[src/sv/abms_pkg.sv]
`timescale 1ns / 1ps
`default_nettype none
// ----------------------------------------------------------------------------
// abms_pkg
// Shared constants, codes and interface structs of the burst memory slave.
// ----------------------------------------------------------------------------
package abms_pkg;

   // Memory geometry.
   localparam int unsigned WORD_BYTES = 8;
   localparam int unsigned LANE_W     = $clog2(WORD_BYTES);
   localparam logic [63:0] MEM_BYTES  = 64'd524288;
   localparam logic [63:0] WORD_COUNT = (MEM_BYTES + 64'(WORD_BYTES) - 64'd1) / 64'(WORD_BYTES);
   localparam int unsigned WORD_AW    = $clog2(WORD_COUNT);
   localparam int unsigned BANK_AW    = WORD_AW - 1;
   localparam int unsigned BANK_DEPTH = int'((WORD_COUNT + 64'd1) / 64'd2);
   // Highest offset at which a whole word still lies inside the memory.
   localparam logic [63:0] READ_LIMIT = MEM_BYTES - 64'(WORD_BYTES);

   // Request commands.
   localparam logic [1:0] CMD_READ  = 2'd0;
   localparam logic [1:0] CMD_WADDR = 2'd1;
   localparam logic [1:0] CMD_WDATA = 2'd2;

   // Response kinds.
   localparam logic [1:0] KIND_READ   = 2'd0;
   localparam logic [1:0] KIND_WRESP  = 2'd1;
   localparam logic [1:0] KIND_REJECT = 2'd2;

   typedef struct packed {
      logic               en;
      logic [BANK_AW-1:0] even_idx;
      logic [BANK_AW-1:0] odd_idx;
   } mem_rd_type;

   typedef struct packed {
      logic               en;
      logic               odd;
      logic [BANK_AW-1:0] idx;
      logic [7:0]         be;
      logic [63:0]        data;
   } mem_wr_type;

   // Side information that travels with a beat from issue to the output.
   typedef struct packed {
      logic [1:0]        kind;
      logic [7:0]        id;
      logic              last;
      logic              err;
      logic              word_odd;
      logic [LANE_W-1:0] shift;
   } meta_type;

   // Byte lanes covered by a beat of 1 << size_log2 bytes.
   function automatic logic [7:0] size_lanes(input logic [1:0] size_log2);
      logic [7:0] lanes;
      case (size_log2)
         2'd0:    lanes = 8'h01;
         2'd1:    lanes = 8'h03;
         2'd2:    lanes = 8'h0F;
         default: lanes = 8'hFF;
      endcase
      return lanes;
   endfunction

endpackage
`default_nettype wire

[src/sv/abms_resp.sv]
`timescale 1ns / 1ps
`default_nettype none
// ----------------------------------------------------------------------------
// abms_resp
// Aligns the two bank words to the beat offset and holds the response beat
// in the output register until it is taken.
// ----------------------------------------------------------------------------
module abms_resp import abms_pkg::*; (
   input  wire logic        clock,
   input  wire logic        reset,
   input  wire logic        m_valid,
   input  wire meta_type    m_meta,
   input  wire logic [63:0] even_data,
   input  wire logic [63:0] odd_data,
   output logic             m_take,
   output logic             rsp_valid,
   input  wire logic        rsp_stall,
   output logic [1:0]       rsp_resp_kind,
   output logic [7:0]       rsp_resp_id,
   output logic [63:0]      rsp_read_data,
   output logic             rsp_resp_last,
   output logic             rsp_error
);

   logic         out_valid_ff, out_valid_in;
   logic [1:0]   kind_ff;
   logic [7:0]   id_ff;
   logic [63:0]  data_ff, data_in;
   logic         last_ff;
   logic         err_ff;
   logic [63:0]  cur_word;
   logic [63:0]  next_word;
   logic [127:0] pair_shifted;
   logic         load;

   assign m_take = !out_valid_ff || !rsp_stall;
   assign load   = m_valid && m_take;

   assign cur_word     = m_meta.word_odd ? odd_data : even_data;
   assign next_word    = m_meta.word_odd ? even_data : odd_data;
   assign pair_shifted = {next_word, cur_word} >> {m_meta.shift, 3'b000};

   always_comb begin
      data_in = '0;
      if (m_meta.kind == KIND_READ && !m_meta.err) begin
         data_in = pair_shifted[63:0];
      end
      out_valid_in = load ? 1'b1 : (rsp_stall ? out_valid_ff : 1'b0);
   end

   always_ff @(posedge clock) begin
      if (reset) begin
         out_valid_ff <= 1'b0;
      end else begin
         out_valid_ff <= out_valid_in;
      end
   end

   always_ff @(posedge clock) begin
      if (load) begin
         kind_ff <= m_meta.kind;
         id_ff   <= m_meta.id;
         data_ff <= data_in;
         last_ff <= m_meta.last;
         err_ff  <= m_meta.err;
      end
   end

   assign rsp_valid     = out_valid_ff;
   assign rsp_resp_kind = kind_ff;
   assign rsp_resp_id   = id_ff;
   assign rsp_read_data = data_ff;
   assign rsp_resp_last = last_ff;
   assign rsp_error     = err_ff;

endmodule
`default_nettype wire

[config.mk]
export PLATFORM = sky130hd
export DESIGN_NAME = abms_resp
export DESIGN_NICKNAME = d
export VERILOG_FILES = /design/src/sv/abms_pkg.sv /design/src/sv/abms_resp.sv
export SDC_FILE = /design/constraint.sdc
export NUM_CORES = 1
export LEC_CHECK = 0
export ABC_AREA = 1
export CAP_MARGIN = 20
export CORE_MARGIN = 8
export CORE_UTILIZATION = 33
export DETAILED_ROUTE_END_ITERATION = 10
export DONT_BUFFER_PORTS = 1
export HOLD_SLACK_MARGIN = 0.1
export PLACE_DENSITY = 0.56
export RECOVER_POWER = 100
export SYNTH_ARGS = -nofsm -noshare
export SYNTH_HDL_FRONTEND = slang
export SYNTH_SLANG_ARGS = --single-unit
[constraint.sdc]
create_clock -name clock -period 8.3 [get_ports clock]
set_input_delay 0.415 -clock clock [delete_from_list [all_inputs] [get_ports clock]]
set_output_delay 0.415 -clock clock [all_outputs]
set_load 0.005 [all_outputs]
# Word level (Yosys, flattened, before mapping)
# Cells that the tools add are included.
# word_totals
input_bits	148
regBits	77
elab_cells	19
out_inout_bits	78
# op_classes
shift	1
n_reduce_logical	7
mux	4
eq_ne	1
# op_table
operator	count
two-way mux 64 bit	2
>> shifter 128 x 6 -> 64 bit	1
logical NOT 1 bit	3
logical AND 1 bit	2
logical NOT 2 bit	1
two-way mux 1 bit	2
inequality test 2 x 1 -> 1 bit (second input constant)	1
logical OR 1 bit	1

# Depth between registers and ports, before layout
# depth
ltp_word	4
mapped_depth	10
mapped_depth_nobuf	8

# Least setup slack after synthesis
# OpenSTA, ideal clock, no wires.
# synth_timing
path_kind	input to register
from	in m_valid
to	reg err_ff (netlist: rsp_error) (enable)
required_time_ns	7.765
cell_stages	2
n_path_buf	0
arrival_time_ns	4.137
setup_ns	0.535
slack_ns	3.628
path_cell_list	inv_1 -> a21oi_1
# synth_via
elab_chain_cells	1
# synth_rtl
element	line_no	rtl
from (decl)	abms_resp.sv:11	input wire logic m_valid,
logical AND 1 bit	abms_resp.sv:37	assign load = m_valid && m_take;
named net load	abms_resp.sv:34	logic load;
to (signal assigned)	abms_resp.sv:65	err_ff <= m_meta.err;
to (decl)	abms_resp.sv:30	logic err_ff;
# The timed path passes the listed nets, and every way through them passes these cells.
# A chain may end at the register's enable or synchronous reset.

# Final worst setup path
# layout_timing
from	in m_meta[3] (netlist name)
to	reg data_ff[40] (netlist: rsp_read_data[40]), data pin
# layout_via
elab_chain_cells	2
word_cells_on_any_way	3
classes_between	shift: 1; mux: 2
# layout_rtl
element	line_no	rtl
from (decl)	abms_resp.sv:12	input wire meta_type m_meta,
two-way mux 64 bit (on tied branches)	abms_resp.sv:39, abms_resp.sv:40	
>> shifter 128 x 6 -> 64 bit *	abms_resp.sv:41	assign pair_shifted = {next_word, cur_word} >> {m_meta.shift, 3'b000};
to (signal assigned)	abms_resp.sv:63	data_ff <= data_in;
to (decl)	abms_resp.sv:28	logic [63:0] data_ff, data_in;
# Mark *: on every way between the ends. The rest lies on a longest branch, timed or not.

==> results by stage <==
Critical path:
- The worst setup path category is in -> reg.
- STA classifies the critical path endpoint as a register.
- The dominant cell type by count on the critical path is sky130_fd_sc_hd__nand2_1.
- At the worst endpoint, the arrival time is 5.14 ns.
- The required time at the endpoint of the critical path is 8.48 ns.
- The worst setup path is launched from an input port.
- The critical path capture point is rsp_read_data[40].
- Tracing the worst setup path back leads to its startpoint at m_meta[3].
- The maximum fanout along the worst path is 121.
- The minimum setup slack among reg-to-reg paths is 4.03 ns.
- The delay of the slowest critical-path stage is 2.65 ns.
- Walking the worst path, the cells encountered are clkinvlp_2, clkbuf_1, nand2_1, nand3_1, nand3_1, nand2_1, nand2_1, a21oi_1.
- The reg-to-reg startpoint is rsp_valid.
- In this run the critical register-to-register path is captured at rsp_read_data[60].
- The number of cells on the worst reg-to-reg path is 2.
- The slowest stage of the critical path belongs to the cell sky130_fd_sc_hd__clkbuf_1.

Place:
- Before CTS, the worst setup slack after placement is 5.736 ns.
- The HPWL after detailed placement is 20620 um.
- The congestion estimate from routability-driven global placement came to 0.9587.
- After detailed placement, the design holds a cell count of 1330.
- During placement, the flow inserted port buffers numbering 0.
- The cell area reported after detailed placement is 6973 sq um.

Timing:
- The final hold violation count is 0.
- For this run, the top clock speed supported by timing is 201.7 MHz.
- Setup repair after global routing left no endpoint under its margin.
- The worst-case hold slack is 0.1500 ns.
- The final number of max-transition violations is 155.
- Of the available clock period, the critical path in the final layout requires 0.5974.
- The minimum period implied by the final worst setup slack is 4.958 ns.
- The relative max-transition margin is -1.460.
- The setup total negative slack is 0 ns.
- Between clock sinks in the finished design, the worst skew comes to 0.005497 ns.
- Setup slack closes at 3.342 ns.
- The transition at the pin with the smallest max-transition slack is 3.690 ns.
- Setup violations remaining at the end of the flow were counted as 0.

Min path:
- In this run the most critical hold path is launched from reset.
- The worst hold path belongs to the class in -> reg.

Synthesis:
- The netlist area before placement is 6982 sq um.
- The register bit total from synthesis is 77.
- The most common cell in the netlist is sky130_fd_sc_hd__nand3_1.
- The count of mapped cells out of synthesis is 1140.
- The synthesized net count is 1288.
- The synthesized design spends more area on one cell type than any other, namely sky130_fd_sc_hd__edfxtp_1.
- Yosys attributes the largest share of cell area to sky130_fd_sc_hd__edfxtp_1 33%, sky130_fd_sc_hd__nand3_1 31%, sky130_fd_sc_hd__nand2_1 22%.
- Yosys printed 0 warnings.
- Sorting the synthesized cells by how often they occur yields 427 x sky130_fd_sc_hd__nand3_1, 414 x sky130_fd_sc_hd__nand2_1, 76 x sky130_fd_sc_hd__edfxtp_1.
- Synthesis instantiated 16 different standard cells from the library.
- The post-synthesis async set-or-reset flop share is 0.
- The number of synthesized flops with an enable pin is 76.
- The portion of the post-synthesis area used by sequential elements is 0.3297.
- The share of synthesized area in the top cell type comes to 0.3269.
- For this run, the leading register cell type out of synthesis is sky130_fd_sc_hd__edfxtp_1.
- Each instance of the synthesized netlist takes up on average 6.124 sq um.

GRT:
- For this run, the total global-route usage over all layers was measured as 0.2005.
- The first global-routing pass estimated 40470 um of wire.
- The number of global-route vias before repair is 6439.
- The number of antenna violations at the first check in global routing is 0.
- The overflow left after global routing is 0.
- Entering global routing, the biggest net connects 122 pins.

Final layout:
- The area growth from synthesis to final layout is 4.229%.
- Once layout is done, the placed cells without fillers occupy 7277 sq um.
- Excluding fillers, the count of instances in the completed layout stands at 1346.
- The filler cell count is 2282.
- The utilization after layout is 0.3484.
- 0 antenna diodes ended up in the layout.
- Of the cells placed in the final design, the portion with a size suffix greater than 1 is 0.02428.
- The number of nets in the finished design is 1214.

CTS:
- The clock transition time at the flip-flop clock pins of the worst setup and hold paths is 0.06 ns.
- TritonCTS built the clock tree.
- The number of gates resized after CTS was 0.
- In this run the deepest clock path goes through 2 buffers.
- Buffers inserted during clock tree synthesis total 9.
- The depth of the CTS H-tree is 3.
- The post-cts hold buffer count is 0.
- The number of post-CTS setup repair buffers is 0.
- The root buffer cell is sky130_fd_sc_hd__clkbuf_16.
- The clock drives 77 sinks.
- The clock latency at the later pin of the worst-skew pair is 0.33 ns.

Routing:
- Summed over all layers, the routed wires come to 27820 um.
- The routed layout has 7616 vias.
- The routed wirelength normalized by instance count is 20.67 um.
- Dividing the detail-routed via count by the number of cells gives 5.658.
- In this run the remaining antenna-violating nets after routing total 0.
- In this run, the number of DRC markers left after iteration 0 of detailed routing was 1333.
- After detailed routing, the number of remaining DRC violations is 0.
- Before antenna repair, the detailed router went through 7 iterations.

Floorplanning:
- For this design the top-level I/O count stands at 226.
- The placement row count is 53.
- The die is 161.5 um wide.
- The initial core utilization is 0.3342.
- The total die area is 26070 sq um.
- The vertical extent of the die is 161.5 um.
- After floorplanning, the core was sized to cover 20890 sq um.

Pwr:
- In this run the power density over the cells is 159.2 nW/um^2.
- The standby leakage power is 3.186 nW.
- The overall power of the completed layout is 1.159 mW.
- IR analysis of the VDD net gives a maximum drop of 0.00007752 V.

Run:
- The tool flagged a number of max-cap violations equal to 2.

Status:
- The final reports fail on capacitance limit, slew limit.
- The run finished, with violations left.
-- flip-flops by register name, indices dropped and copies added (netlist names) --
name and flops:
rsp_read_data 64, rsp_resp_id 8, rsp_error 1, rsp_resp_last 1
rsp_resp_kind 2, rsp_valid 1
-- layout make-up --
class | instances | area [sq um] | share of cell area
clock buffers | 9 | 225.2 | 0.03095
clock inverters | 7 | 97.59 | 0.01341
inverters | 26 | 100.1 | 0.01376
multi-input cells | 945 | 4150 | 0.5703
flip-flops and latches | 77 | 2302 | 0.3164
well taps | 275 | 344.1 | 0.04728
repair buffers | 7 | 57.56 | 0.007909
-- metal layers --
layer	GRT usage	up-vias	wire [um]
li1	-	3725	-
met1	0.3204	3428	13190
met2	0.2235	433	9710
met3	0.08094	30	4268
met4	0.06397	0	655
met5	0	-	0
-- worst min-delay path by stage --
stage	to	cells past startpoint
global placement	rsp_valid	1
floorplan	rsp_valid	1
CTS	rsp_valid	1
finish	rsp_valid	1
detailed placement	rsp_valid	1
global route	rsp_valid	1
-- critical path: cells and delay by family --
| kind | cells | cell delay (ns) |
|---|---|---|
| buf+inv | 2 | 3.33 |
| simple gates | 5 | 1.16 |
| compound gates | 1 | 0.16 |
-- cells in the final DEF (no fill, tap or decap), drive strengths merged --
master	n
a21oi	33
buf	5
bufinv	2
clkbuf	11
clkinv	4
clkinvlp	2
dfxtp	1
edfxtp	76
inv	25
nand2	414
nand3	427
nor2	53
nor3	1
o21ai	17
-- where the power goes --
group	switching, mW	internal (mW)
clock	0.155	0.265
sequential	0.0178	0.458
combinational	0.179	0.0844
total	0.351	0.807
-- kinds of logic (layout without fill, tap and decap cells) --
group           count (synthesis)  in the layout  share of synthesized area
simple gates                  895            895                     0.5579
flops                          77             77                     0.3297
compound gates                 50             50                    0.03584
buf+inv                       118             49                    0.07652
Power figures use the tool's default switching activity.
